## src/sv/alag_pkg.sv

```systemverilog
package alag_pkg;

    typedef logic [0:0] reg_index_t;

    localparam reg_index_t REG_ENABLE     = 1'd0;
    localparam reg_index_t REG_PEAK_FLOOR = 1'd1;

    localparam logic [14:0] PEAK_FLOOR_RESET = 15'd500;

    // Peak tracker in unsigned Q16.16; 1000.0 after reset.
    localparam logic [31:0] PEAK_RESET = 32'd65536000;
    // 0.999 in Q0.32.
    localparam logic [31:0] DECAY_Q32  = 32'd4290672329;
    // 1.4 and 0.9 in Q.16.
    localparam logic [16:0] BASS_GAIN   = 17'd91750;
    localparam logic [16:0] TREBLE_GAIN = 17'd58982;
    localparam logic [15:0] ONE_Q16     = 16'hFFFF;

    // Smoothing weights, each pair sums to one in Q0.16.
    localparam logic [15:0] LEVEL_A  = 16'd52429;
    localparam logic [15:0] LEVEL_B  = 16'd13107;
    localparam logic [15:0] BASS_A   = 16'd55706;
    localparam logic [15:0] BASS_B   = 16'd9830;
    localparam logic [15:0] TREBLE_A = 16'd45875;
    localparam logic [15:0] TREBLE_B = 16'd19661;

endpackage

```

## src/sv/alag_front.sv

```systemverilog
module alag_front
    import alag_pkg::*;
#(
    parameter int MAX_SAMPLES = 4096,
    parameter int CW  = 13,
    parameter int SQW = 44,
    parameter int MW  = 29,
    parameter int EW  = 29,
    parameter int W   = 116
)
(
    input  logic         clk,
    input  logic         rst_n,
    input  logic         enable,
    input  logic         in_valid,
    output logic         in_ready,
    input  logic [15:0]  in_sample,
    input  logic         in_last,
    input  logic         full,
    output logic         push,
    output logic [W-1:0] push_data
);

    logic [SQW-1:0] sq_reg, sq_next;
    logic [MW-1:0]  mag_reg, mag_next;
    logic [EW-1:0]  dif_reg, dif_next;
    logic [CW-1:0]  cnt_reg, cnt_next;
    logic [15:0]    prev_reg, prev_next;
    logic           open_reg, open_next;
    logic           ovr_reg, ovr_next;

    logic           accept;
    logic           start;
    logic [15:0]    prev_eff;
    logic [16:0]    diff;
    logic [16:0]    abs_diff;
    logic [16:0]    abs_s;
    logic [31:0]    square;

    always_comb
    begin
        in_ready = !enable || !full;
        accept   = in_valid && in_ready && enable;
        start    = !open_reg;
        prev_eff = start ? in_sample : prev_reg;
        diff     = {in_sample[15], in_sample} - {prev_eff[15], prev_eff};
        abs_diff = diff[16] ? 17'(-diff) : diff;
        abs_s    = in_sample[15] ? 17'(-{1'b1, in_sample}) : {1'b0, in_sample};
        square   = 32'($signed(in_sample) * $signed(in_sample));

        sq_next   = start ? '0 : sq_reg;
        mag_next  = start ? '0 : mag_reg;
        dif_next  = start ? '0 : dif_reg;
        cnt_next  = start ? '0 : cnt_reg;
        ovr_next  = start ? 1'b0 : ovr_reg;
        prev_next = prev_eff;
        open_next = !in_last;

        if (cnt_next < CW'(MAX_SAMPLES))
        begin
            sq_next   = sq_next + SQW'(square);
            mag_next  = mag_next + MW'(abs_s);
            dif_next  = dif_next + EW'(abs_diff);
            cnt_next  = cnt_next + 1'b1;
            prev_next = in_sample;
        end
        else
        begin
            ovr_next = 1'b1;
        end

        push      = accept && in_last;
        push_data = {ovr_next, cnt_next, dif_next, mag_next, sq_next};
    end

    always_ff @(posedge clk or negedge rst_n)
    begin
        if (!rst_n)
        begin
            sq_reg   <= '0;
            mag_reg  <= '0;
            dif_reg  <= '0;
            cnt_reg  <= '0;
            prev_reg <= '0;
            open_reg <= 1'b0;
            ovr_reg  <= 1'b0;
        end
        else if (accept)
        begin
            sq_reg   <= sq_next;
            mag_reg  <= mag_next;
            dif_reg  <= dif_next;
            cnt_reg  <= cnt_next;
            prev_reg <= prev_next;
            open_reg <= open_next;
            ovr_reg  <= ovr_next;
        end
    end

endmodule

```

## config.mk

```make
export PLATFORM = sky130hd
export DESIGN_NAME = alag_front
export DESIGN_NICKNAME = d
export VERILOG_FILES = /design/src/sv/alag_pkg.sv /design/src/sv/alag_front.sv
export SDC_FILE = /design/constraint.sdc
export NUM_CORES = 1
export LEC_CHECK = 0
export ABC_AREA = 1
export BUFFER_PORTS_ARGS = -buffer_cell sky130_fd_sc_hd__clkbuf_2
export CORE_ASPECT_RATIO = 0.9
export CORE_MARGIN = 5
export CORE_UTILIZATION = 58
export CTS_CLUSTER_SIZE = 10
export DETAILED_ROUTE_END_ITERATION = 7
export PLACE_DENSITY = 0.79
export REMOVE_ABC_BUFFERS = 1
export SYNTH_ARGS = -nofsm -noshare
export SYNTH_HDL_FRONTEND = slang
export SYNTH_SLANG_ARGS = --single-unit
export TNS_END_PERCENT = 50
```

## constraint.sdc

```tcl
create_clock -name clk -period 10.4 [get_ports clk]
set_input_delay 1.56 -clock clk [delete_from_list [all_inputs] [get_ports clk]]
set_output_delay 1.56 -clock clk [all_outputs]
set_load 0.01 [all_outputs]
```

**Word-level counts from Yosys, hierarchy flattened**

Cells that the tools add are included.

- Reductions and logical operators: 7
- Divide/modulo/power cells: 0
- Bitwise operators: 0
- Order comparisons: 1
- Eq/ne operators: 0
- Muxes and demuxes: 14
- Shifts and indexed selects: 0
- Multiply operators: 1
- Add/subtract/negate cells: 7

Operators by type and width:

| kind | number |
|---|---|
| $mux 29 | 4 |
| $mux 44 | 2 |
| $add 29x17->29 | 2 |
| $add 44x32->44 | 1 |
| $mux 17 | 2 |
| $neg 17->17 | 2 |
| $mul 16x16->32 | 1 |
| $mux 16 | 2 |
| $mux 13 | 2 |
| $sub 16x16->17 | 1 |
| $add 13x1->13 const B | 1 |
| $lt 13x13->1 const B | 1 |
| $logic_and 1x1->1 | 3 |
| $logic_not 1->1 | 3 |
| $mux 1 | 2 |
| $logic_or 1x1->1 | 1 |

- Bits in read-only memories: 0
- Word-level logic and storage cells: 37
- Register bits after elaboration: 133
- Input port bits: 22
- Memories kept: 0
- Memory bits (writable): 0
- Output and inout bits: 118
- Latch bits: 0

**Longest topological paths before layout**

Gate-level depths: netlist (run 1).

- Word-level depth: 6
- Gate-level depth with buffers: 42
- Depth with buffers taken out: 41

**Worst setup path after synthesis (run 1)**

Ideal clock, no wire load.

- Kind: input -> output
- From: in in_sample[1]
- To: out push_data[39]
- Data arrival time: 8.419 ns
- Stages: 34
- Slack: 0.421 ns
- Data required time: 8.840 ns
- Path buffers: 2
- Cell sequence: clkbuf_1 > buf_1 > nand2_1 > inv_1 > fa_1 > inv_1 > fa_1 > inv_1 > fa_1 > fa_1 > inv_1 > fa_1 > inv_1 > fa_1 > ha_1 > nand2_1 > inv_1 > nand3_1 > or3_1 > or3_1 > nand3_1 > nand2_1 > ha_1 > nand2_1 > nor2_1 > inv_1 > nor4_1 > nand2_1 > nand2_1 > nand2_1 > nand2_1 > nand2_1 > nand2_1 > and2_1

- Longest elaborated chain between the ends: 3

RTL lines:

| item | RTL line | source |
|---|---|---|
| start, declared | alag_front.sv:17 | `input logic [15:0] in_sample,` |
| $mul 16x16->32 | alag_front.sv:49 | `square = 32'($signed(in_sample) * $signed(in_sample));` |
| $add 44x32->44 | alag_front.sv:61 | `sq_next = sq_next + SQW'(square);` |
| $mux 44 | alag_front.sv:59 | `if (cnt_next < CW'(MAX_SAMPLES))` |
| end, declared | alag_front.sv:21 | `output logic [W-1:0] push_data` |

No other way between the ends.

**Final worst setup path (run 1)**

- From: in in_sample[12]
- To: out push_data[35]

Same word-level chain as after synthesis.

==> flow_metrics.tcl, run 1 <==
set metrics [dict create \
    status "completed" \
    grt_pass1_vias 22100 \
    grt.overflow.total 0 \
    syn-cell-area_um2 22700 \
    ff2ff_setup_slack_ps 4670 \
    synth-edff-count 0 \
    cts.sinks 133 \
    synth_top_area_cell "fa_1" \
    coreArea_um2 38500 \
    finalSetupViolCount 0 \
    num_rows 68 \
    crit_fanout 7 \
    synth_top_area_share_pct 21.3 \
    clockBufferDepth 2 \
    ys_ff_latch 133 \
    min_period_ps 10140 \
    path_buf_inv 9 \
    viasPerCell 5.50 \
    cpMaxStageDelayCell "fa_2" \
    crit_top_cell "nand2_1" \
    critPathLaunchType "primary input" \
    grt_usage_pct 31.4 \
    nFillCells 3446 \
    clock_latency_ps 460 \
    worst_slack_ps 256 \
    synth_xor_area_share_pct 3.83 \
    die_x_um 218 \
    maxSlewHeadroom_pct 25.5 \
    critPathCaptureType "primary output" \
    drt-total-wl_um 67800 \
    die-area_um2 43100 \
    hold_viol 0 \
    synthAdderAreaFrac_pct 31.0 \
    area_growth_pct 12.6 \
    cp.arrival_ps 8580 \
    drv_slew 0 \
    yosys.area_share.simple_pct 23.7 \
    antenna_found_initial 0 \
    finalClockSkew_ps 9.21 \
    fin_nets 3908 \
    cts_root_buffer "clkbuf_16" \
    grt_max_degree 75 \
    cts.clk_slew.worst_paths_ps 60 \
    grt_pass1_wl_um 111000 \
    cts_hold_buffers 0 \
    synth_top_family_by_area "adder cells" \
    layout_common_cells "nand2_1 (808), inv_1 (730), fa_1 (236)" \
    final_util_pct 66.3 \
    place.gp.congestion 0.958 \
    portBuffers 139 \
    die_h_um 197 \
    async_flop_share_pct 100 \
    final.period_utilization_pct 97.5 \
    synthMuxAreaShare_pct 0 \
    worst-slew-pin-transition_ps 1120 \
    drive_above_1_share_pct 12.2 \
    critPathMaxStageDelay_ps 620 \
    syn_avg_cell_area_um2 6.86 \
    required_ps 8840 \
    initial_core_util_pct 58.9 \
    cts_inserted_buffers 17 \
    yosys-top-cells-area "fa_1 (21%), dfrtp_1 (15%), nand2_1 (14%)" \
    crit_family "adder cells" \
    io_pins 140 \
    synth_compound_area_share_pct 12.6 \
    seq_area_frac_synth_pct 14.7 \
    synthCells 3303 \
    max_freq_mhz 98.6 \
    synth-main-ff-cell "dfrtp_1" \
    place_ws_ps -71.7 \
    cts_tree "done" \
    wire_per_inst_um 16.9 \
    cts_max_level 4 \
    ant_nets 0 \
    ys_types 53 \
    dr.pass1.iters 6 \
    critPathKind "primary input to primary output" \
    hold_class "flop to flop" \
    tns_ps 0 \
    layout_commonest_cell "nand2_1" \
    vias 22100 \
    ys_warn_count 0 \
    drt-initial-drc-count 2032 \
    largest_register_ffs 44 \
    antennaDiodeCount 0 \
    cap_violations 0 \
    dp_hpwl_um 53300 \
    drcViolationCount 0 \
]
[timing repair]
item                       4_1_cts  5_1_grt
resized for setup                6      147
hold endpoints to repair         0        0
setup endpoints to repair       13       31
setup buffers                    0        6
gates cloned                     0        0
pin swaps                        0       23
[area by class of cell]
class | count | area [um2] | area share (%)
Clock inverter | 14 | 144 | 0.564
Timing Repair Buffer | 247 | 1630 | 6.38
Multi-Input combinational cell | 2324 | 16500 | 64.7
Sequential cell | 133 | 3330 | 13.1
Tap cell | 525 | 657 | 2.57
Inverter | 747 | 2810 | 11.0
Clock buffer | 18 | 439 | 1.72
[metrics by stage]
| step | instances | cell area, um2 | hold WS, ps |
|---|---|---|---|
| after global routing | 4008 | 25500 | 501 |
| after CTS | 4002 | 25000 | 484 |
| after floorplan | 3204 | 22200 | 448 |
| final | 4008 | 25500 | 481 |
| after detailed placement | 3970 | 24400 | 466 |
| after global placement | 3970 | 24400 | 461 |
[kinds of logic after synthesis]
logic type / Yosys count
AND/OR/NAND/NOR: 1284
adder cells (fa/ha/maj): 416
XOR/XNOR: 99
flip-flops: 133
buffers and inverters: 846
AO/OA/AOI/OAI: 525
[worst register-to-register path: stages, from the launching register on]
cell,delay [ps]
dfrtp_4,670
inv_1,880
o21ai_0,390
fa_1,520
nand3_1,130
nand3_1,120
nand2_1,110
nand2_1,90
nand3_1,100
nand2_1,60
nand2_1,70
nand2_2,110
inv_2,210
nand2_1,170
nand4_1,110
nand2_1,120
ha_1,370
nand2_1,130
nor4_1,440
nand3_1,150
nand3_1,190
nand3_1,140
xor2_1,220
o21ai_1,90
[cell usage after synthesis (3+ instances only)]
library cell  instances
nand2_1             821
inv_1               737
fa_1                241
o21ai_0             236
nor2_1              190
ha_1                175
a21oi_1             167
nand3_1             134
dfrtp_1             133
xor2_1               70
clkbuf_1             57
o22ai_1              48
nand4_1              35
nor3_1               30
xnor2_1              29
buf_1                23
o21bai_1             19
nand2_2              15
o21ai_1              15
buf_2                14
a21o_1               11
inv_2                10
nand3b_1             10
nor4_1                9
nor2_2                8
a21boi_0              7
nor3_2                7
and2_1                6
a31oi_1               5
nand3_2               5
buf_6                 3
nand2b_1              3
[worst paths after layout]
check,startpoint,endpoint,cells after the start
max,in_sample[12],push_data[35],35
min,dif_reg[11],dif_reg[11],2
max reg2reg,open_reg,dif_reg[26],23
min reg2reg,dif_reg[11],dif_reg[11],2
max in group asynchronous,rst_n,sq_reg[3],2
min in group asynchronous,rst_n,prev_reg[4],1
[routing by layer]
metal / track usage (%) / vias to the layer above / wire length [um]
met2: 52.0 / 908 / 31800
met5: 0 / - / 0
li1: - / 10600 / -
met3: 3.72 / 160 / 4620
met4: 9.95 / 0 / 2270
met1: 43.6 / 10400 / 29100
Power of run 1 is left out: the tool's default activity adds up to more than one toggle a clock period on the data nets, which glitch-free logic cannot reach.
==> run 2, diff against run 1 <==
- PLACE_DENSITY: 0.79 -> 0.9
==> flow_metrics.tcl, run 2 (same netlist as run 1, synthesis figures left out) <==
set metrics [dict create \
    die-area_um2 43100 \
    hold_viol 0 \
    ant_nets 0 \
    place_area_um2 24100 \
    final_cells 3967 \
    grt_usage_pct 30.1 \
    grt_pass1_vias 22000 \
    critPathCaptureType "primary output" \
    placedCellCount 3925 \
    die_x_um 218 \
    maxSlewHeadroom_pct 26.7 \
    largest_register_ffs 44 \
    dr.pass1.iters 8 \
    coreArea_um2 38500 \
    antennaDiodeCount 0 \
    antenna_found_initial 0 \
    drv_slew 0 \
    final.period_utilization_pct 98.8 \
    path_buf_inv 11 \
    critPathLaunchType "primary input" \
    cts_inserted_buffers 17 \
    max_freq_mhz 97.4 \
    drt-initial-drc-count 1996 \
    io_pins 140 \
    grt.overflow.total 0 \
    reg2regPathDepth 25 \
    die_h_um 197 \
    grt_max_degree 100 \
    finalSetupViolCount 0 \
    drive_above_1_share_pct 10.6 \
    drcViolationCount 0 \
    place.gp.congestion 1.02 \
    viasPerCell 5.58 \
    cts_root_buffer "clkbuf_16" \
    critPathKind "primary input to primary output" \
    required_ps 8840 \
    rsz0062_at_grt "yes" \
    crit_fanout 10 \
    area_growth_pct 10.6 \
    ff2ff_setup_slack_ps 5060 \
    cts_max_level 4 \
    worst-slew-pin-transition_ps 1100 \
    dp_hpwl_um 51000 \
    critPathMaxStageDelay_ps 580 \
    cap_violations 0 \
    min_period_ps 10270 \
    clockBufferDepth 2 \
    layout_common_cells "nand2_1 (816), inv_1 (730), fa_1 (237)" \
    crit_top_cell "inv_1" \
    hp-start "sq_reg[30]" \
    r2r_start "open_reg" \
    num_rows 68 \
    final_area_um2 25100 \
    portBuffers 139 \
    hold_class "flop to flop" \
    holdPathStages 2 \
    crit_family "adder cells" \
    clock_latency_ps 450 \
    grt_pass1_wl_um 106000 \
    nFillCells 3160 \
    fin_nets 3867 \
    cts_tree "done" \
    cts.sinks 133 \
    r2r-end "dif_reg[21]" \
    vias 22100 \
    path_depth 37 \
    status "completed" \
    initial_core_util_pct 58.9 \
    cts.clk_slew.worst_paths_ps 60 \
    whs_endpoint "sq_reg[30]" \
    drt-total-wl_um 64700 \
    layout_commonest_cell "nand2_1" \
    cpMaxStageDelayCell "fa_1" \
    cp.arrival_ps 8710 \
    finalClockSkew_ps 11.1 \
    wire_per_inst_um 16.3 \
]
-- run 2: cell types whose count changed in the layout (fill, tap and decap cells not counted), moves of 5 or more --
cell / before / now
a21oi_1: 147 / 152
a21oi_2: 21 / 16
buf_4: 101 / 65
buf_6: 7 / 2
ha_1: 160 / 166
nand2_1: 808 / 816
nand2_2: 27 / 19
o21ai_0: 228 / 222
o21ai_2: 2 / 8
-- run 2: metrics by stage --
stage / util, % / hold slack (ps) / setup TNS (ps) / worst slack, ps
floorplan: - / 448 / 0 / 710
global placement: 62.6 / 462 / 0 / 69.2
detailed placement: 62.6 / 467 / -8.76 / -8.76
CTS: 64.1 / 483 / 0 / 6.93
global route: 65.1 / 503 / -1670 / -128
finish: 65.1 / 482 / 0 / 128
-- run 2: per-layer routing --
| layer | up-vias | GRT usage (%) | wire length [um] |
|---|---|---|---|
| li1 | 10500 | - | - |
| met1 | 10400 | 38.6 | 25600 |
| met2 | 1014 | 50.8 | 30900 |
| met3 | 215 | 5.64 | 5520 |
| met4 | 0 | 11.4 | 2690 |
| met5 | - | 0 | 0 |
-- run 2: repair_timing --
action	CTS	global route
gates resized for setup	4	112
setup buffers	1	9
endpoints found under the hold margin	0	0
setup endpoints to repair	7	30
hold buffers	0	0
pin swaps	0	23
-- run 2: how the worst max path moves through the flow --
stage,startpoint,endpoint,slack (ps)
after detailed placement,in_sample[5],push_data[29],-9
after floorplan,in_sample[1],push_data[39],710
after global routing,in_sample[5],push_data[38],-130
final,in_sample[5],push_data[34],130
after global placement,in_sample[7],push_data[39],70
after CTS,in_sample[15],push_data[39],7
-- run 2: cell type report --
cell class                 instances  area, um2  area share [%]
clock buffer                      20        437            1.74
clock inverter                    12        133           0.529
inverter                         747       2810            11.2
multi-input combinational       2324      16400            65.6
sequential                       133       3330            13.3
tap                              525        657            2.62
timing repair buffer             206       1250            5.00
-- run 2: worst min-delay path, delay by kind of cell (launching register included) --
family	cells	cell delay [ps]
and+or+nand+nor	2	100
DFF	1	340
Power of run 2 is left out for the same reason.
