`src/sv/alag_pkg.sv`:
```
package alag_pkg;

    typedef logic [0:0] reg_index_t;

    localparam reg_index_t REG_ENABLE     = 1'd0;
    localparam reg_index_t REG_PEAK_FLOOR = 1'd1;

    localparam logic [14:0] PEAK_FLOOR_RESET = 15'd500;

    // Peak tracker in unsigned Q16.16; 1000.0 after reset.
    localparam logic [31:0] PEAK_RESET = 32'd65536000;
    // 0.999 in Q0.32.
    localparam logic [31:0] DECAY_Q32  = 32'd4290672329;
    // 1.4 and 0.9 in Q.16.
    localparam logic [16:0] BASS_GAIN   = 17'd91750;
    localparam logic [16:0] TREBLE_GAIN = 17'd58982;
    localparam logic [15:0] ONE_Q16     = 16'hFFFF;

    // Smoothing weights, each pair sums to one in Q0.16.
    localparam logic [15:0] LEVEL_A  = 16'd52429;
    localparam logic [15:0] LEVEL_B  = 16'd13107;
    localparam logic [15:0] BASS_A   = 16'd55706;
    localparam logic [15:0] BASS_B   = 16'd9830;
    localparam logic [15:0] TREBLE_A = 16'd45875;
    localparam logic [15:0] TREBLE_B = 16'd19661;

endpackage

```
`src/sv/alag_fifo.sv`:
```
module alag_fifo
    import alag_pkg::*;
#(
    parameter int W = 116
)
(
    input  logic         clk,
    input  logic         rst_n,
    input  logic         push,
    input  logic [W-1:0] push_data,
    input  logic         pop,
    output logic         full,
    output logic         empty,
    output logic [W-1:0] pop_data
);

    localparam int DEPTH = 2;
    localparam int AW    = $clog2(DEPTH);

    logic [W-1:0]  mem [DEPTH];
    logic [AW-1:0] wr_reg;
    logic [AW-1:0] rd_reg;
    logic [AW:0]   cnt_reg;

    assign full     = cnt_reg == (AW+1)'(DEPTH);
    assign empty    = cnt_reg == '0;
    assign pop_data = mem[rd_reg];

    always_ff @(posedge clk)
    begin
        if (push)
        begin
            mem[wr_reg] <= push_data;
        end
    end

    always_ff @(posedge clk or negedge rst_n)
    begin
        if (!rst_n)
        begin
            wr_reg  <= '0;
            rd_reg  <= '0;
            cnt_reg <= '0;
        end
        else
        begin
            if (push)
            begin
                wr_reg <= wr_reg + 1'b1;
            end
            if (pop)
            begin
                rd_reg <= rd_reg + 1'b1;
            end
            cnt_reg <= cnt_reg + (AW+1)'(push) - (AW+1)'(pop);
        end
    end

endmodule

```
`config.mk`:
```
export PLATFORM = sky130hd
export DESIGN_NAME = alag_fifo
export DESIGN_NICKNAME = d
export VERILOG_FILES = /design/src/sv/alag_pkg.sv /design/src/sv/alag_fifo.sv
export SDC_FILE = /design/constraint.sdc
export NUM_CORES = 1
export LEC_CHECK = 0
export BUFFER_PORTS_ARGS = -buffer_cell sky130_fd_sc_hd__buf_2
export CAP_MARGIN = 0
export CORE_MARGIN = 8
export CORE_UTILIZATION = 30
export CTS_CLUSTER_SIZE = 20
export DETAILED_ROUTE_END_ITERATION = 8
export GPL_TIMING_DRIVEN = 0
export PLACE_DENSITY_LB_ADDON = 0.12
export SYNTH_ARGS = -nofsm -noshare
export SYNTH_HDL_FRONTEND = slang
export SYNTH_SLANG_ARGS = --single-unit
```
`constraint.sdc`:
```
create_clock -name clk -period 7.8 [get_ports clk]
set_input_delay 0 -clock clk [delete_from_list [all_inputs] [get_ports clk]]
set_output_delay 0 -clock clk [all_outputs]
set_load 0.01 [all_outputs]
```
Yosys cells after proc, flatten, opt, wreduce, memory -nomap -nowiden
Memory sizes are Yosys's and may differ from the RTL's.
Index checks and enable logic that the tools add are counted.
{"block": "classes", "n_reduce_logical": 1, "eq_ne": 1, "addsub": 4, "n_mux": 2}
{"cell": "1-bit adder (second input constant)", "n": 2}
{"cell": "2-bit by 1-bit adder with 2-bit output", "n": 1}
{"cell": "2-bit == test (second input constant)", "n": 1}
{"cell": "2-bit logical NOT", "n": 1}
{"cell": "1-bit two-way mux", "n": 2}
{"cell": "2-bit by 1-bit subtractor with 2-bit output", "n": 1}
{"block": "word_totals", "reg_bits": 4, "n_memories": 1, "word_cells": 12, "mem_bits_rw": 232, "in_bits": 120}
{"name": "mem", "words": 2, "width": 116, "rd": 1, "rd_clocked_by_memory_dff": 0, "write_ports": 1, "line": "alag_fifo.sv:20", "text": "logic [W-1:0] mem [DEPTH];"}

Longest topological paths before layout
Gate-level depths: netlist (run 1).
{"block": "logic_depth", "ltp_word": 2, "depth_mapped": 5, "depth_no_buf": 5}

Worst setup path after synthesis (run 1)
OpenSTA, ideal clock, no wires.
{"block": "synth_path", "path_kind": "register -> register", "startpoint": "register wr_reg", "endpoint": "memory mem[0][0], enable pin", "required_ps": 7194, "path_buffers": 0, "setup_time_ps": 606, "slack_ps": 1663, "stages_incl_launch_ff": 2, "t_arrival_ps": 5531, "path_cell_list": "dfrtp_1 -> nor2b_1"}
{"item": "start, declared", "line": "alag_fifo.sv:21", "text": "logic [AW-1:0] wr_reg;"}
{"item": "start signal, assigned", "line": "alag_fifo.sv:49", "text": "wr_reg <= wr_reg + 1'b1;"}
{"item": "end, declared", "line": "alag_fifo.sv:20"}
Straight into the memory's write port.

Worst setup path in the final report (run 1)
{"block": "layout_path", "startpoint": "register wr_reg", "endpoint": "memory mem[0][68], enable pin"}
Straight into the memory's write port.

==> results of run 1 <==
[power groups by stage]
stage | logic [mW] | registers (mW) | clock network (mW)
after CTS | 1.34 | 1.74 | 1.21
final | 1.29 | 1.74 | 1.16
after floorplan | 0.767 | 1.79 | 0
after global routing | 1.41 | 1.76 | 1.25
after detailed placement | 1.28 | 1.76 | 0
after global placement | 1.23 | 1.82 | 0
[area by class of cell]
cell class,count,area share
inverter,2,0.000601
clock buffer,38,0.0574
tap,384,0.0385
clock inverter,10,0.00771
timing repair buffer,362,0.201
sequential,236,0.566
multi-input combinational,125,0.121
antenna,1,0.000200
buffer,13,0.00771
[kinds of logic (layout without fill, tap and decap cells)]
| family | Yosys count | after routing |
|---|---|---|
| multiplexers | 116 | 116 |
| AND/OR/NAND/NOR | 4 | 4 |
| other | 0 | 1 |
| flip-flops | 236 | 236 |
| adder cells (fa/ha/maj) | 2 | 2 |
| buffers and inverters | 15 | 425 |
| XOR/XNOR | 3 | 3 |
[Yosys cell counts]
| cell type | count | share of area |
|---|---|---|
| edfxtp_1 | 232 | 0.80 |
| buf_6 | 5 | 0.0065 |
| dfrtp_1 | 4 | 0.012 |
| xor3_1 | 1 | 0.0027 |
| ha_1 | 2 | 0.0029 |
| nor2_1 | 1 | 0.00043 |
| xor2_1 | 2 | 0.0020 |
| and2_1 | 1 | 0.00072 |
| inv_1 | 2 | 0.00087 |
| buf_2 | 8 | 0.0046 |
| mux2_2 | 86 | 0.11 |
| nor2b_1 | 2 | 0.0014 |
| mux2_4 | 30 | 0.052 |
[per-layer routing]
metal / GRT usage / part of all wire
met2: 0.181 / 0.46
met3: 0.0398 / 0.094
met5: 0 / 0
met1: 0.135 / 0.42
met4: 0.0305 / 0.024
[worst min path at each step]
| stage | to | cells past startpoint | slack (ps) |
|---|---|---|---|
| after floorplan | cnt_reg[0] | 0 | -300 |
| after global placement | cnt_reg[0] | 1 | -190 |
| after detailed placement | cnt_reg[0] | 1 | -180 |
| after CTS | mem[1][36] | 2 | 170 |
| after global routing | mem[0][103] | 2 | 190 |
| final | mem[0][75] | 2 | 210 |
[worst max-delay path, stage by stage, from the launching register on]
cell	delay [ps]
dfrtp_1	430
nor2b_4	760
buf_16	260
buf_12	210
buf_16	180
[per-stage QoR]
stage / setup TNS [ps] / cells / cell area, um^2
2_1_floorplan: 0 / 376 / 8680
3_3_place_gp: -181310 / 997 / 10300
3_5_place_dp: 0 / 1002 / 10500
4_1_cts: 0 / 1170 / 12500
5_1_grt: 0 / 1171 / 12500
6_report: 0 / 1171 / 12500
==> impl_metrics.prom, run 1 <==
# TYPE chip_impl_metric gauge
chip_impl_metric{name="cell_count_of_the_worst_reg_to_reg_path",unit=""} 4
chip_impl_metric{name="antenna_violating_nets_post_route",unit=""} 0
chip_impl_metric{name="num_vias",unit=""} 4883
chip_impl_info{name="crit_path_end",value="mem[0][68]"} 1
chip_impl_metric{name="ffs_latches_synth",unit=""} 236
chip_impl_metric{name="reg2reg_slack",unit="ps"} 5620
chip_impl_metric{name="cts-root-to-sink-buffers",unit=""} 3
chip_impl_metric{name="area_of_the_die",unit="um^2"} 34600
chip_impl_metric{name="synth_simple_gate_area_share",unit=""} 0.00260
chip_impl_metric{name="clkTransAtPathRegs",unit="ps"} 60
chip_impl_metric{name="max_slew_margin",unit=""} 0.368
chip_impl_metric{name="synth_cells",unit=""} 376
chip_impl_metric{name="tmin_final",unit="ps"} 2180
chip_impl_metric{name="timing_worst_slew_pin_value",unit="ps"} 946
chip_impl_info{name="setup_repair_after_global_routing_missed_its_margin",value="false"} 1
chip_impl_info{name="hold_path_class",value="input port to flip-flop"} 1
chip_impl_metric{name="fin_crit_sh",unit=""} 0.279
chip_impl_metric{name="global_route.overflow_total",unit=""} 0
chip_impl_metric{name="global_route_wire_length_before_repair",unit="um"} 29700
chip_impl_metric{name="fin_worst_hold_slack",unit="ps"} 209
chip_impl_metric{name="io_buffer_count",unit=""} 237
chip_impl_metric{name="routedWlPerCell",unit="um"} 16.8
chip_impl_metric{name="pin_count",unit=""} 238
chip_impl_metric{name="crit_required",unit="ps"} 8020
chip_impl_metric{name="portion_of_the_post_synthesis_area_used_by_sequential_elements",unit=""} 0.814
chip_impl_metric{name="drc_errors",unit=""} 0
chip_impl_metric{name="p_sw",unit="mW"} 1.18
chip_impl_metric{name="initial_core_util",unit=""} 0.303
chip_impl_metric{name="fillerInstances",unit=""} 2543
chip_impl_metric{name="hold_buffers",unit=""} 120
chip_impl_metric{name="post_synth_xor_area_fraction",unit=""} 0.00476
chip_impl_metric{name="fp.dieW",unit="um"} 186
chip_impl_metric{name="power.density_cell_area",unit="nW/um^2"} 335
chip_impl_metric{name="internal-power",unit="mW"} 3.01
chip_impl_metric{name="ir_drop",unit="mV"} 0.199
chip_impl_metric{name="postLayoutSetupSlackWorst",unit="ps"} 5620
chip_impl_metric{name="switching_share",unit=""} 0.281
chip_impl_metric{name="post_cts_buffers",unit=""} 0
chip_impl_metric{name="synth_cell_types",unit=""} 13
chip_impl_info{name="cts_tree",value="done"} 1
chip_impl_metric{name="multi_input_comb_area",unit="um^2"} 1520
chip_impl_metric{name="syn_area_per_cell",unit="um^2"} 23.1
chip_impl_info{name="clockRootBuffer",value="clkbuf_16"} 1
chip_impl_info{name="setup.worst_path.class",value="flip-flop to flip-flop"} 1
chip_impl_info{name="most_common_library_cell_in_the_layout_ignoring_fill_and_taps",value="buf_2"} 1
chip_impl_metric{name="final_util",unit=""} 0.436
chip_impl_metric{name="dp_slack",unit="ps"} 5580
chip_impl_metric{name="total_power",unit="mW"} 4.19
chip_impl_metric{name="postCtsResizedCells",unit=""} 0
chip_impl_metric{name="synth_compound_area_frac",unit=""} 0
chip_impl_metric{name="finalWeightedCongestion",unit=""} 0.714
chip_impl_metric{name="timing.clock.skew",unit="ps"} 5.82
chip_impl_metric{name="core_area",unit="um^2"} 28600
chip_impl_metric{name="tritoncts_num_sinks",unit=""} 236
chip_impl_metric{name="p_seq_frac",unit=""} 0.414
chip_impl_metric{name="antenna_violations_before_repair",unit=""} 1
chip_impl_metric{name="power.clock.fraction",unit=""} 0.277
chip_impl_metric{name="nets",unit=""} 889
chip_impl_metric{name="post_route_cells_drive_above_1_share",unit=""} 0.515
chip_impl_metric{name="timing.final.max_slew_violations",unit=""} 0
chip_impl_metric{name="grt.total_usage",unit=""} 0.110
chip_impl_metric{name="area_growth_syn_to_layout",unit="%"} 44.0
chip_impl_metric{name="cts_buffers",unit=""} 27
chip_impl_metric{name="detailedPlacementHpwl",unit="um"} 13400
chip_impl_metric{name="synth_area",unit="um^2"} 8680
chip_impl_metric{name="critical_path.max_fanout",unit=""} 27
chip_impl_metric{name="post_drt_via_cell_ratio",unit=""} 4.17
chip_impl_info{name="rr_startpoint",value="wr_reg"} 1
chip_impl_metric{name="insertion_delay",unit="ps"} 510
chip_impl_metric{name="clock.fmax",unit="GHz"} 0.460
chip_impl_metric{name="yosys-mux-area-fraction",unit=""} 0.163
chip_impl_info{name="most_used_cells_in_the_layout_excluding_fill_and_tap_cells",value="buf_2 (245), edfxtp_1 (232), dlygate4sd3_1 (120)"} 1
chip_impl_metric{name="dieHeight",unit="um"} 186
chip_impl_metric{name="number_of_setup_violations_in_the_final_report",unit=""} 0
chip_impl_metric{name="pin_count_of_the_biggest_net_entering_global_routing",unit=""} 61
chip_impl_metric{name="power.leakage",unit="nW"} 4.81
chip_impl_metric{name="final_hold_viol_count",unit=""} 0
chip_impl_metric{name="critical_path_arrival",unit="ps"} 2400
chip_impl_metric{name="layout.area.seq",unit="um^2"} 7070
chip_impl_metric{name="detail_route.first_pass.iterations",unit=""} 4
chip_impl_metric{name="power_frac_comb",unit=""} 0.309
chip_impl_info{name="critical_path.endpoint_type",value="flip-flop"} 1
chip_impl_metric{name="htree_num_levels",unit=""} 1
chip_impl_metric{name="placementRows",unit=""} 62
chip_impl_info{name="outcome",value="complete, no violations"} 1
chip_impl_info{name="cp-startpoint",value="wr_reg"} 1
chip_impl_metric{name="drt-total-wl",unit="um"} 19700
chip_impl_info{name="worst_hold_startpoint",value="push_data[75]"} 1
chip_impl_metric{name="drv_cap",unit=""} 0
chip_impl_metric{name="synthesis.nets",unit=""} 498
chip_impl_info{name="start_kind",value="flip-flop"} 1
chip_impl_info{name="combinational_family_with_the_most_area_after_synthesis",value="multiplexers"} 1
chip_impl_metric{name="post_synth_fa_ha_maj_area_fraction",unit=""} 0.00288
chip_impl_metric{name="via_count_of_the_first_global_routing_pass",unit=""} 5459
chip_impl_metric{name="synth_warnings",unit=""} 0
chip_impl_info{name="timing.rr.end",value="mem[0][68]"} 1
chip_impl_metric{name="largest_register_ffs",unit=""} 232
chip_impl_metric{name="drt-initial-drc-count",unit=""} 198
Power figures use the tool's default switching activity.
==> inputs of run 2 (changes only) <==
==> constraint.sdc (replaced) <==
create_clock -name clk -period 2 [get_ports clk]
set_input_delay 0 -clock clk [delete_from_list [all_inputs] [get_ports clk]]
set_output_delay 0 -clock clk [all_outputs]
set_load 0.01 [all_outputs]
==> run 2 against run 1 <==
Global-route usage rose by 0.21 points. Largest power group unchanged. Highest routed layer unchanged. Critical endpoint is now pop_data[88]. Design area rose by 1.5%. Critical path depth rose by 1. Sequential share of layout area fell by 0.86 points.
==> impl_metrics.prom, run 2 (synthesis results as in run 1) <==
# TYPE chip_impl_metric gauge
chip_impl_metric{name="worstPathBufferInverterCount",unit=""} 4
chip_impl_metric{name="timing_worst_slew_pin_value",unit="ps"} 710
chip_impl_metric{name="placementRows",unit=""} 62
chip_impl_metric{name="postCtsResizedCells",unit=""} 0
chip_impl_metric{name="drt-initial-drc-count",unit=""} 179
chip_impl_metric{name="global_route_wire_length_before_repair",unit="um"} 30200
chip_impl_metric{name="total_power",unit="mW"} 17.0
chip_impl_info{name="setup_repair_after_global_routing_missed_its_margin",value="false"} 1
chip_impl_metric{name="power.clock.fraction",unit=""} 0.298
chip_impl_metric{name="critical_path.max_fanout",unit=""} 10
chip_impl_metric{name="internal-power",unit="mW"} 12.3
chip_impl_info{name="critical_path.cell_chain",value="buf_6 > buf_6 > buf_6 > mux2_4 > buf_2"} 1
chip_impl_metric{name="grt.total_usage",unit=""} 0.112
chip_impl_metric{name="max_slew_margin",unit=""} 0.524
chip_impl_metric{name="num_vias",unit=""} 4890
chip_impl_metric{name="io_buffer_count",unit=""} 237
chip_impl_metric{name="global_route.overflow_total",unit=""} 0
chip_impl_metric{name="ir_drop",unit="mV"} 0.853
chip_impl_metric{name="fp.dieW",unit="um"} 186
chip_impl_metric{name="largest_register_ffs",unit=""} 232
chip_impl_metric{name="drt-total-wl",unit="um"} 20200
chip_impl_info{name="cpMaxStageDelayCell",value="dfrtp_1"} 1
chip_impl_metric{name="number_of_setup_violations_in_the_final_report",unit=""} 0
chip_impl_metric{name="core_area",unit="um^2"} 28600
chip_impl_metric{name="power.density_cell_area",unit="nW/um^2"} 1340
chip_impl_metric{name="cts-root-to-sink-buffers",unit=""} 3
chip_impl_metric{name="timing.final.max_slew_violations",unit=""} 0
chip_impl_info{name="timing.critical_path.mode_cell",value="buf_6"} 1
chip_impl_metric{name="placed_area",unit="um^2"} 10500
chip_impl_metric{name="finalWeightedCongestion",unit=""} 0.730
chip_impl_info{name="clockRootBuffer",value="clkbuf_16"} 1
chip_impl_metric{name="final_util",unit=""} 0.443
chip_impl_metric{name="area_of_the_die",unit="um^2"} 34600
chip_impl_metric{name="p_sw",unit="mW"} 4.70
chip_impl_metric{name="switching_share",unit=""} 0.276
chip_impl_info{name="most_used_cells_in_the_layout_excluding_fill_and_tap_cells",value="buf_2 (245), edfxtp_1 (232), dlygate4sd3_1 (120)"} 1
chip_impl_info{name="most_common_library_cell_in_the_layout_ignoring_fill_and_taps",value="buf_2"} 1
chip_impl_info{name="hold_path_class",value="input port to flip-flop"} 1
chip_impl_metric{name="routedWlPerCell",unit="um"} 17.2
chip_impl_metric{name="antenna_violating_nets_post_route",unit=""} 0
chip_impl_metric{name="slowest_delay",unit="ps"} 330
chip_impl_metric{name="timing.clock.skew",unit="ps"} 10.2
chip_impl_info{name="setup.worst_path.class",value="flip-flop to primary output"} 1
chip_impl_info{name="cts_tree",value="done"} 1
chip_impl_metric{name="drv_cap",unit=""} 0
chip_impl_metric{name="post_route_cells_drive_above_1_share",unit=""} 0.530
chip_impl_metric{name="area_growth_syn_to_layout",unit="%"} 46.2
chip_impl_metric{name="finalInstanceArea",unit="um^2"} 12700
chip_impl_metric{name="insertion_delay",unit="ps"} 520
chip_impl_metric{name="nets",unit=""} 894
chip_impl_metric{name="tritoncts_num_sinks",unit=""} 236
chip_impl_metric{name="power_frac_comb",unit=""} 0.303
chip_impl_metric{name="pin_count",unit=""} 238
chip_impl_metric{name="dieHeight",unit="um"} 186
chip_impl_metric{name="fin_crit_sh",unit=""} 0.944
chip_impl_metric{name="via_count_of_the_first_global_routing_pass",unit=""} 5427
chip_impl_metric{name="detail_route.first_pass.iterations",unit=""} 4
chip_impl_metric{name="tmin_final",unit="ps"} 1890
chip_impl_metric{name="htree_num_levels",unit=""} 1
chip_impl_metric{name="critical_path_arrival",unit="ps"} 1890
chip_impl_metric{name="power.leakage",unit="nW"} 4.92
chip_impl_info{name="worst_path_dominant_cell_family",value="buffers and inverters"} 1
chip_impl_metric{name="pin_count_of_the_biggest_net_entering_global_routing",unit=""} 57
chip_impl_metric{name="tns",unit="ps"} 0
chip_impl_metric{name="detailedPlacementHpwl",unit="um"} 13800
chip_impl_info{name="outcome",value="complete, no violations"} 1
chip_impl_metric{name="cts_buffers",unit=""} 27
chip_impl_info{name="start_kind",value="flip-flop"} 1
chip_impl_metric{name="clkTransAtPathRegs",unit="ps"} 60
chip_impl_metric{name="antenna_violations_before_repair",unit=""} 0
chip_impl_metric{name="clock.fmax",unit="GHz"} 0.530
chip_impl_metric{name="crit_required",unit="ps"} 2000
chip_impl_metric{name="initial_core_util",unit=""} 0.303
chip_impl_info{name="critical_path.endpoint_type",value="primary output"} 1
chip_impl_metric{name="post_drt_via_cell_ratio",unit=""} 4.16
chip_impl_metric{name="final_hold_viol_count",unit=""} 0
chip_impl_metric{name="drc_errors",unit=""} 0
chip_impl_metric{name="antenna-diode-count",unit=""} 0
chip_impl_metric{name="p_seq_frac",unit=""} 0.398
run 2: cell count changes in the layout (fill, tap and decap cells not counted), moves of 2 or more:
cell,previous run,this run
clkinv_2,2,8
clkbuf_1,11,3
buf_16,3,5
bufinv_16,2,6
run 2: layout make-up:
class | instances | area [um^2]
clock inverters | 19 | 243
fillers | 2538 | 15900
clock buffers | 30 | 687
plain buffers | 13 | 96.3
multi-input cells | 127 | 1530
inverters | 2 | 7.51
repair buffers | 365 | 2570
flip-flops and latches | 236 | 7070
well taps | 384 | 480
run 2: worst reg2reg max path, stage by stage, from the launching register on:
cell	delay, ps
dfrtp_1	500
and2_4	340
buf_16	270
buf_16	320
run 2: timing repair:
item,in CTS,in global routing
setup buffers,1,0
pin swaps,0,1
endpoints found under the hold margin,240,0
hold buffers,120,0
gates cloned,1,1
setup endpoints to repair,19,26
run 2: power by group through the flow:
stage	logic, mW	clock network (mW)	registers [mW]
after floorplan	3.00	0	6.86
after global placement	4.82	0	6.93
after detailed placement	5.09	0	6.88
after CTS	5.33	5.23	6.78
after global routing	5.62	5.44	6.86
final	5.16	5.08	6.78
run 2: worst paths after layout:
path	from	end	slack [ps]	depth (start not counted)
worst max-delay path	rd_reg	pop_data[88]	110	5
worst min-delay path	push_data[38]	mem[1][38]	190	2
worst max register to register	wr_reg	mem[1][13]	190	3
worst min register to register	wr_reg	wr_reg	650	1
max in group asynchronous	rst_n	cnt_reg[0]	1430	3
min in group asynchronous	rst_n	rd_reg	400	3
run 2: metrics by stage:
stage	worst slack, ps	hold WS (ps)	instances
floorplan	-568	-296	376
global placement	-1630	-191	997
detailed placement	-166	-186	1004
CTS	41.1	169	1175
global route	16.2	180	1176
finish	112	195	1176
run 2: routing by layer:
metal	GRT usage	vias up	wire length (um)
met2	0.184	185	9280
met3	0.0447	30	2100
met5	0	-	0
met4	0.0267	0	407
met1	0.137	2374	8440
li1	-	2301	-
